===== config.mk =====
export PLATFORM = sky130hd
export DESIGN_NAME = size_suffix_text_parser
export DESIGN_NICKNAME = d
export VERILOG_FILES = /design/src/rtl/ssp_pkg.sv /design/src/rtl/ssp_classify.sv /design/src/rtl/ssp_accum.sv /design/src/rtl/size_suffix_text_parser.sv
export SDC_FILE = /design/constraint.sdc
export NUM_CORES = 1
export LEC_CHECK = 0
export ABC_AREA = 0
export BUFFER_PORTS_ARGS = -buffer_cell sky130_fd_sc_hd__buf_2
export CELL_PAD_IN_SITES_DETAIL_PLACEMENT = 1
export CELL_PAD_IN_SITES_GLOBAL_PLACEMENT = 1
export CORE_ASPECT_RATIO = 0.8
export CORE_MARGIN = 1
export CORE_UTILIZATION = 49
export DETAILED_ROUTE_END_ITERATION = 8
export HOLD_SLACK_MARGIN = 0.03
export PLACE_DENSITY = 0.83
export RECOVER_POWER = 25
export SLEW_MARGIN = 20
export SYNTH_ARGS = -nofsm -noshare
export SYNTH_HDL_FRONTEND = slang
export SYNTH_SLANG_ARGS = --single-unit

===== constraint.sdc =====
create_clock -name clk -period 5.85 [get_ports clk]
set_input_delay 0.2925 -clock clk [delete_from_list [all_inputs] [get_ports clk]]
set_output_delay 0.2925 -clock clk [all_outputs]
set_load 0.02 [all_outputs]

===== src/rtl/ssp_pkg.sv =====
// Shared types and constants for the size suffix text parser.
`default_nettype none

package ssp_pkg;

	localparam int SIZE_WIDTH = 64;
	localparam int CHAR_WIDTH = 8;
	localparam int DIGIT_WIDTH = 4;

	localparam logic [CHAR_WIDTH-1:0] CHAR_NUL  = 8'h00;
	localparam logic [CHAR_WIDTH-1:0] CHAR_ZERO = 8'h30;
	localparam logic [CHAR_WIDTH-1:0] CHAR_NINE = 8'h39;
	localparam logic [CHAR_WIDTH-1:0] CHAR_UP_T = 8'h54;
	localparam logic [CHAR_WIDTH-1:0] CHAR_LO_T = 8'h74;
	localparam logic [CHAR_WIDTH-1:0] CHAR_UP_G = 8'h47;
	localparam logic [CHAR_WIDTH-1:0] CHAR_LO_G = 8'h67;
	localparam logic [CHAR_WIDTH-1:0] CHAR_UP_M = 8'h4d;
	localparam logic [CHAR_WIDTH-1:0] CHAR_LO_M = 8'h6d;
	localparam logic [CHAR_WIDTH-1:0] CHAR_UP_K = 8'h4b;
	localparam logic [CHAR_WIDTH-1:0] CHAR_LO_K = 8'h6b;
	localparam logic [CHAR_WIDTH-1:0] CHAR_UP_B = 8'h42;
	localparam logic [CHAR_WIDTH-1:0] CHAR_LO_B = 8'h62;

	localparam int UNIT_SHIFT_T = 40;
	localparam int UNIT_SHIFT_G = 30;
	localparam int UNIT_SHIFT_M = 20;
	localparam int UNIT_SHIFT_K = 10;

	typedef enum logic [2:0] {
		UNIT_B,
		UNIT_K,
		UNIT_M,
		UNIT_G,
		UNIT_T
	} unit_t;

	typedef struct packed {
		logic                   is_nul;
		logic                   is_digit;
		logic                   is_unit;
		unit_t                  unit;
		logic [DIGIT_WIDTH-1:0] digit;
	} char_class_t;

endpackage

`default_nettype wire


===== src/rtl/ssp_classify.sv =====
// Character decoder: sorts one byte into terminator, digit, unit letter or other.
`default_nettype none

module ssp_classify import ssp_pkg::*; (
	input  wire logic [CHAR_WIDTH-1:0] character,
	output char_class_t                cls
);

	logic [CHAR_WIDTH-1:0] digit_full;

	assign digit_full = character - CHAR_ZERO;

	always_comb begin
		cls.is_nul   = (character == CHAR_NUL);
		cls.is_digit = character inside {[CHAR_ZERO:CHAR_NINE]};
		cls.digit    = digit_full[DIGIT_WIDTH-1:0];
		cls.is_unit  = 1'b1;
		cls.unit     = UNIT_B;
		case (character)
			CHAR_UP_T, CHAR_LO_T: cls.unit = UNIT_T;
			CHAR_UP_G, CHAR_LO_G: cls.unit = UNIT_G;
			CHAR_UP_M, CHAR_LO_M: cls.unit = UNIT_M;
			CHAR_UP_K, CHAR_LO_K: cls.unit = UNIT_K;
			CHAR_UP_B, CHAR_LO_B: cls.unit = UNIT_B;
			default: cls.is_unit = 1'b0;
		endcase
	end

endmodule

`default_nettype wire


===== src/rtl/ssp_accum.sv =====
// Parse state: pending number, running total and stop flag, updated once per item.
`default_nettype none

module ssp_accum import ssp_pkg::*; (
	input  wire logic                  clk,
	input  wire logic                  arst_n,
	input  wire logic                  en,
	input  wire char_class_t           cls,
	output logic                       res_valid,
	output logic [SIZE_WIDTH-1:0]      res_total,
	output logic                       res_stopped
);

	logic [SIZE_WIDTH-1:0] acc_q;
	logic [SIZE_WIDTH-1:0] total_q;
	logic                  stopped_q;
	logic [SIZE_WIDTH-1:0] acc_times_ten;
	logic [SIZE_WIDTH-1:0] scaled;

	assign acc_times_ten = (acc_q << 3) + (acc_q << 1) + SIZE_WIDTH'(cls.digit);

	always_comb begin
		case (cls.unit)
			UNIT_T:  scaled = acc_q << UNIT_SHIFT_T;
			UNIT_G:  scaled = acc_q << UNIT_SHIFT_G;
			UNIT_M:  scaled = acc_q << UNIT_SHIFT_M;
			UNIT_K:  scaled = acc_q << UNIT_SHIFT_K;
			default: scaled = acc_q;
		endcase
	end

	assign res_valid   = en && cls.is_nul;
	assign res_total   = total_q + acc_q;
	assign res_stopped = stopped_q;

	always_ff @(posedge clk or negedge arst_n) begin
		if (!arst_n) begin
			acc_q     <= '0;
			total_q   <= '0;
			stopped_q <= 1'b0;
		end else if (en) begin
			if (cls.is_nul) begin
				acc_q     <= '0;
				total_q   <= '0;
				stopped_q <= 1'b0;
			end else if (!stopped_q) begin
				if (cls.is_digit) begin
					acc_q <= acc_times_ten;
				end else if (cls.is_unit) begin
					total_q <= total_q + scaled;
					acc_q   <= '0;
				end else begin
					// Anything else closes the term unscaled and ends parsing.
					total_q   <= total_q + acc_q;
					acc_q     <= '0;
					stopped_q <= 1'b1;
				end
			end
		end
	end

endmodule

`default_nettype wire


===== src/rtl/size_suffix_text_parser.sv =====
// Top level of the size suffix text parser: input register, parse state and result register.
// A terminator item is captured in the input register; its result is registered on m_tvalid.
// Throughput: one item per cycle; the input register and the parse state update stall
// only while a result waits in the output register and m_tready is low.
// Reset: arst_n clears the input and output valid flags and zeroes the parse state.
`default_nettype none

module size_suffix_text_parser import ssp_pkg::*; (
	input  wire logic                  clk,
	input  wire logic                  arst_n,
	input  wire logic                  s_tvalid,
	output logic                       s_tready,
	input  wire logic [CHAR_WIDTH-1:0] s_tdata,  // [7:0] character
	output logic                       m_tvalid,
	input  wire logic                  m_tready,
	output logic [SIZE_WIDTH-1:0]      m_tdata,  // [63:0] total_size
	output logic [0:0]                 m_tuser   // [0] stopped_early
);

	logic                  valid_s1;
	logic [CHAR_WIDTH-1:0] char_s1;
	logic                  out_valid_q;
	logic [SIZE_WIDTH-1:0] out_total_q;
	logic                  out_stopped_q;
	logic                  stall;
	logic                  proc_en;
	char_class_t           cls;
	logic                  res_valid;
	logic [SIZE_WIDTH-1:0] res_total;
	logic                  res_stopped;

	assign stall    = out_valid_q && !m_tready;
	assign proc_en  = valid_s1 && !stall;
	assign s_tready = !valid_s1 || !stall;

	always_ff @(posedge clk or negedge arst_n) begin
		if (!arst_n) begin
			valid_s1 <= 1'b0;
		end else if (s_tready) begin
			valid_s1 <= s_tvalid;
		end
	end

	always_ff @(posedge clk) begin
		if (s_tready && s_tvalid) begin
			char_s1 <= s_tdata;
		end
	end

	ssp_classify u_classify (
		.character (char_s1),
		.cls       (cls)
	);

	ssp_accum u_accum (
		.clk         (clk),
		.arst_n      (arst_n),
		.en          (proc_en),
		.cls         (cls),
		.res_valid   (res_valid),
		.res_total   (res_total),
		.res_stopped (res_stopped)
	);

	always_ff @(posedge clk or negedge arst_n) begin
		if (!arst_n) begin
			out_valid_q <= 1'b0;
		end else if (!stall) begin
			out_valid_q <= res_valid;
		end
	end

	always_ff @(posedge clk) begin
		if (res_valid) begin
			out_total_q   <= res_total;
			out_stopped_q <= res_stopped;
		end
	end

	assign m_tvalid   = out_valid_q;
	assign m_tdata    = out_total_q;
	assign m_tuser[0] = out_stopped_q;

endmodule

`default_nettype wire

==> After elaboration in Yosys (flattened, before gate mapping) <==
Cells that the tools add are included.
{ "word_totals": {"regBits": 204, "input_bits": 12, "out_inout_bits": 67, "word_cells": 62} }
{ "classes": {"n_addsub": 5, "magnitude_cmp": 2, "eq_ne": 16, "n_mux": 14, "reduce_logical": 17} }
{ "op_table": {"columns": ["cell", "n"], "rows": [
  ["two-way mux 64 bit", 7],
  ["case mux 64 bit (4 select lines)", 1],
  ["adder 64 bit", 3],
  ["== test 8 x 7 -> 1 bit (second input constant)", 10],
  ["adder 64 x 4 -> 64 bit", 1],
  ["case mux 3 bit (4 select lines)", 1],
  ["OR reduction 10 bit", 1],
  ["greater-or-equal comparator 8 x 6 -> 1 bit (second input constant)", 1],
  ["<= comparator 8 x 6 -> 1 bit (second input constant)", 1],
  ["zero test 8 bit", 1],
  ["OR reduction 2 bit", 4],
  ["== test 3 x 2 -> 1 bit (second input constant)", 2],
  ["logical AND 1 bit", 5],
  ["two-way mux 1 bit", 5],
  ["!= test 2 x 1 -> 1 bit (second input constant)", 2],
  ["subtractor 4 x 1 -> 4 bit (second input constant)", 1],
  ["== test 3 x 1 -> 1 bit (second input constant)", 1],
  ["== test 3 bit (second input constant)", 1],
  ["zero test 1 bit", 3],
  ["AND reduction 3 bit", 1],
  ["AND reduction 2 bit", 1],
  ["logical OR 1 bit", 1]
]} }

==> Longest topological paths before layout <==
{ "logic_depth": {"depth_word": 10, "ltp_mapped": 22, "mapped_depth_nobuf": 19} }

==> Hierarchy <==
From an unflattened synthesis, not the netlist that was laid out.
{ "unflattened": {"hier_cells": 2540, "area_unflattened_um2": 21229.1} }
{ "modules_own_cells": {"columns": ["module", "n_inst", "cells_per_inst", "area_each_um2", "seq_area_each_um2"], "rows": [
  ["ssp_accum", 1, 2427, 18718.0, 3228.1],
  ["size_suffix_text_parser", 1, 81, 2296.0, 2242.2],
  ["ssp_classify", 1, 32, 215.2, 0.0]
]} }

==> Worst setup path before layout <==
No wires, ideal clock.
{ "synth_path": {"path_type": "register to register", "start": "register char_s1[2]", "end": "register u_accum.total_q[63]", "setup_ps": 76, "arrival_time_ps": 4670, "t_required_ps": 5774, "slack_ps": 1104, "stages_incl_launch_ff": 20, "path_buffers": 4, "synth_period_minus_slack_ps": 4746, "path_cell_list": "edfxtp_1 > clkbuf_1 > nand4b_1 > nor3b_1 > o21bai_1 > clkbuf_1 > buf_1 > a21oi_1 > ha_1 > clkbuf_1 > nand3_1 > nor3_1 > nand2_1 > or4_1 > o2111ai_1 > a31oi_1 > xor2_1 > mux2i_1 > or3_1 > o21ai_1"} }
{ "synth_via": {"elab_chain_cells": 10, "elab_cells_between_ends": 34, "classes_between": "1 x add/sub; 2 x order compare; 16 x eq/ne; 7 x mux; 8 x reduce/logical"} }
{ "synth_lines": {"columns": ["element", "line", "text"], "rows": [
  ["start, declared", "size_suffix_text_parser.sv:21", "logic [CHAR_WIDTH-1:0] char_s1;"],
  ["start signal, assigned", "size_suffix_text_parser.sv:46", "char_s1 <= s_tdata;"],
  ["== test 8 x 7 -> 1 bit", "ssp_classify.sv:19", "case (character)"],
  ["OR reduction 2 bit", null, null],
  ["case mux 3 bit (4 select lines)", "ssp_classify.sv:19", null],
  ["== test 3 x 1 -> 1 bit, or another cell as far along", "ssp_accum.sv:23", "case (cls.unit)"],
  ["case mux 64 bit (4 select lines)", "ssp_accum.sv:23", null],
  ["adder 64 bit", "ssp_accum.sv:50", "total_q <= total_q + scaled;"],
  ["two-way mux 64 bit", "ssp_accum.sv:49", "end else if (cls.is_unit) begin"],
  ["two-way mux 64 bit", "ssp_accum.sv:47", "if (cls.is_digit) begin"],
  ["two-way mux 64 bit", "ssp_accum.sv:46", "end else if (!stopped_q) begin"],
  ["two-way mux 64 bit", "ssp_accum.sv:42", "if (cls.is_nul) begin"],
  ["end signal, assigned", "ssp_accum.sv:50", null],
  ["end signal, assigned", "ssp_accum.sv:54", "total_q <= total_q + acc_q;"],
  ["end, declared", "ssp_accum.sv:15", "logic [SIZE_WIDTH-1:0] total_q;"]
]} }
Several ways; a longest one is shown, not always the timed one. The select of a mux whose other input is x is not followed.
A chain may end at the register's enable or synchronous reset.

==> Worst setup path in the final report <==
Ends and elaborated chain as after synthesis.

==> flow_summary.ini <==
[synth]
synth_top_area_share_pct = 16.1
synthDistinctLibCells = 85
synth_ff_type = dfrtp_1
yosys-top-cells-count = a21oi_1, nand2_1, ha_1
ys_warn_count = 0
synth-edff-count = 73
synth-seq-area-share_pct = 26.9
synthesis.nets = 2735
synth.area.top_cells = dfrtp_1, ha_1, edfxtp_1
synth_most_common_cell = a21oi_1
syn-instance-count = 2470
synth_top_cell_by_area = dfrtp_1
async_reset_ff_share_pct = 64.2
synth_area_per_cell_um2 = 8.23
synth-seq-cells = 204
syn_area_um2 = 20300

[global_routing]
grt_usage_pct = 37.6
grt_max_degree = 67
gr-total-overflow = 0
first_global_vias = 20400
grt_pass1_wl_um = 123000
antenna_found_initial = 2

[critical_path]
cp_max_fo = 28
worstPathRequired_ns = 6.33
crit_path_end_kind = register
r2r_cells = 18
path_class = register to register
setup.worst_path.start_class = register
arrival_ns = 5.83

[detailed_routing]
routed_via_density = 6.70
dr.pass1.iters = 9
routed_wl_um = 80800
ant_nets = 0
avgRoutedWirePerCell_um = 26.6
detail_route.drc_violations = 15
vias = 20400
drt_iter0_drc = 2110

[sta]
maxSlewViolCount = 67
finalSetupViolations = 0
max_slew_margin_pct = -163
hold_viol = 0
hold-worst-slack_ns = 0.138
clock.fmax_mhz = 187
worst_pin_slew_ns = 3.94
setup_ws_ns = 0.502
final.period_utilization_pct = 91.4
finClkSkew_ns = 0.0178
final.setup.tns_ns = 0
period_needed_ns = 5.35
rsz0062_at_grt = no

[finish]
fill_cells = 4903
drive_above_1_share_pct = 5.48
synthToLayoutAreaGrowth_pct = 8.47
final_util_pct = 54.0
num_antenna_cells = 0
fin_nets = 2745

[clocking]
cts_hold_buf = 10
post_cts_buffers = 0
clkSinkCount = 204
cts_max_path_buffers = 3
cts-resized-gates = 0
clkTransAtPathRegs_ns = 0.07
root_buffer = clkbuf_16
clk_latency_ns = 0.56
cts_tree = built
htree_levels = 1
cts-buffers-inserted = 25

[placement]
dp_slack_ns = 0.638
post-dp-hpwl_um = 62200
io_buffers = 78
gp_congestion = 0.989

[run_status]
outcome = finished, violations left
violations = DRC, capacitance limit, slew limit

[floorplan]
dieArea_um2 = 42300
die-height_um = 184
die_w_um = 230
core-area_um2 = 40800
ios = 79
initial_core_util_pct = 49.8
rows = 66

[min_path]
hold_depth = 3
hp-class = input port to register

[pwr]
cellPowerDensity_nw_per_um2 = 150
max-vdd-ir-drop_uv = 192
p_total_mw = 3.30
p_leak_nw = 9.79

[run]
cap_violations = 1
-- layout make-up --
class / instances / area, µm² / share of cell area [%]
Inverter: 77 / 289 / 1.31
Multi-Input combinational cell: 2060 / 14100 / 64.1
Sequential cell: 204 / 5470 / 24.8
Tap cell: 544 / 681 / 3.09
Clock inverter: 14 / 164 / 0.744
Timing Repair Buffer: 112 / 633 / 2.87
Clock buffer: 32 / 682 / 3.09
-- flip-flops by register name, summed over array words and instances (netlist names) --
register	count
char_s1	8
m_tdata	64
m_tuser	1
m_tvalid	1
u_accum.acc_q	64
u_accum.res_stopped	1
u_accum.total_q	64
valid_s1	1
-- report_power, final --
| group | total (mW) | switching (mW) | internal (mW) |
|---|---|---|---|
| sequential | 1.50 | 0.0146 | 1.49 |
| combinational | 0.141 | 0.0989 | 0.0426 |
| clock | 1.65 | 0.695 | 0.960 |
-- cell families (layout without fill, tap and decap cells) --
family / count (synthesis) / in the layout / synth area share (%)
buffers and inverters: 206 / 235 / 3.84
and+or+nand+nor: 686 / 686 / 15.3
adders and majority gates: 253 / 253 / 15.7
DFF: 204 / 204 / 26.9
xor gates and xnor gates: 170 / 170 / 7.33
muxes: 7 / 7 / 0.345
AOI/OAI and AO/OA: 944 / 944 / 30.6
-- routing by layer --
layer  vias to the layer above  wire [µm]  track usage [%]
li1                       9303          -                -
met1                     10200      37900             55.7
met5                         -         21                0
met4                         4       1770             8.27
met3                       121       7030             7.07
met2                       779      34100             56.3
-- worst paths after layout --
| kind | startpoint | end | slack, ns |
|---|---|---|---|
| min | m_tready | m_tvalid | 0.14 |
| max in group asynchronous | arst_n | u_accum.total_q[51] | 1.67 |
| min in group asynchronous | arst_n | u_accum.acc_q[14] | 1.65 |
| max | char_s1[2] | u_accum.total_q[63] | 0.50 |
| max reg2reg | char_s1[2] | u_accum.total_q[63] | 0.50 |
| min reg2reg | u_accum.total_q[63] | u_accum.total_q[63] | 0.54 |
-- metrics by stage --
step                      instances  area [µm²]
after floorplan                2470       20300
after global placement         2987       21200
after detailed placement       2987       21200
after CTS                      3043       22100
after global routing           3043       22000
final                          3043       22000
-- worst max-delay path, cell delays in order, from the launching register on --
cell,delay (ns)
edfxtp_1,0.60
nand4b_1,0.23
nor3b_2,0.27
buf_4,0.34
o21bai_4,0.37
buf_12,0.25
nor2_1,0.06
a31oi_1,0.48
ha_1,0.36
nand2_1,0.13
nor3_1,0.39
nand4_1,0.19
or4_1,0.49
o2111ai_1,0.29
a31oi_1,0.15
xor2_1,0.15
mux2i_1,0.10
or3_1,0.32
o21ai_1,0.08
-- cell usage in the layout (no fill, tap or decap), types with 43 or more instances in the layout --
master and count:
a222oi_1 50, xor2_1 77, xnor2_1 93, inv_1 74, nand3_1 44, a21oi_1 266, o21ai_1 113, dfrtp_1 131
o21ai_0 108, a21o_1 94, clkbuf_1 44, o21bai_1 43, nor2_1 191, nand2_1 264, edfxtp_1 73, ha_1 249
Power figures use the tool's default switching activity.
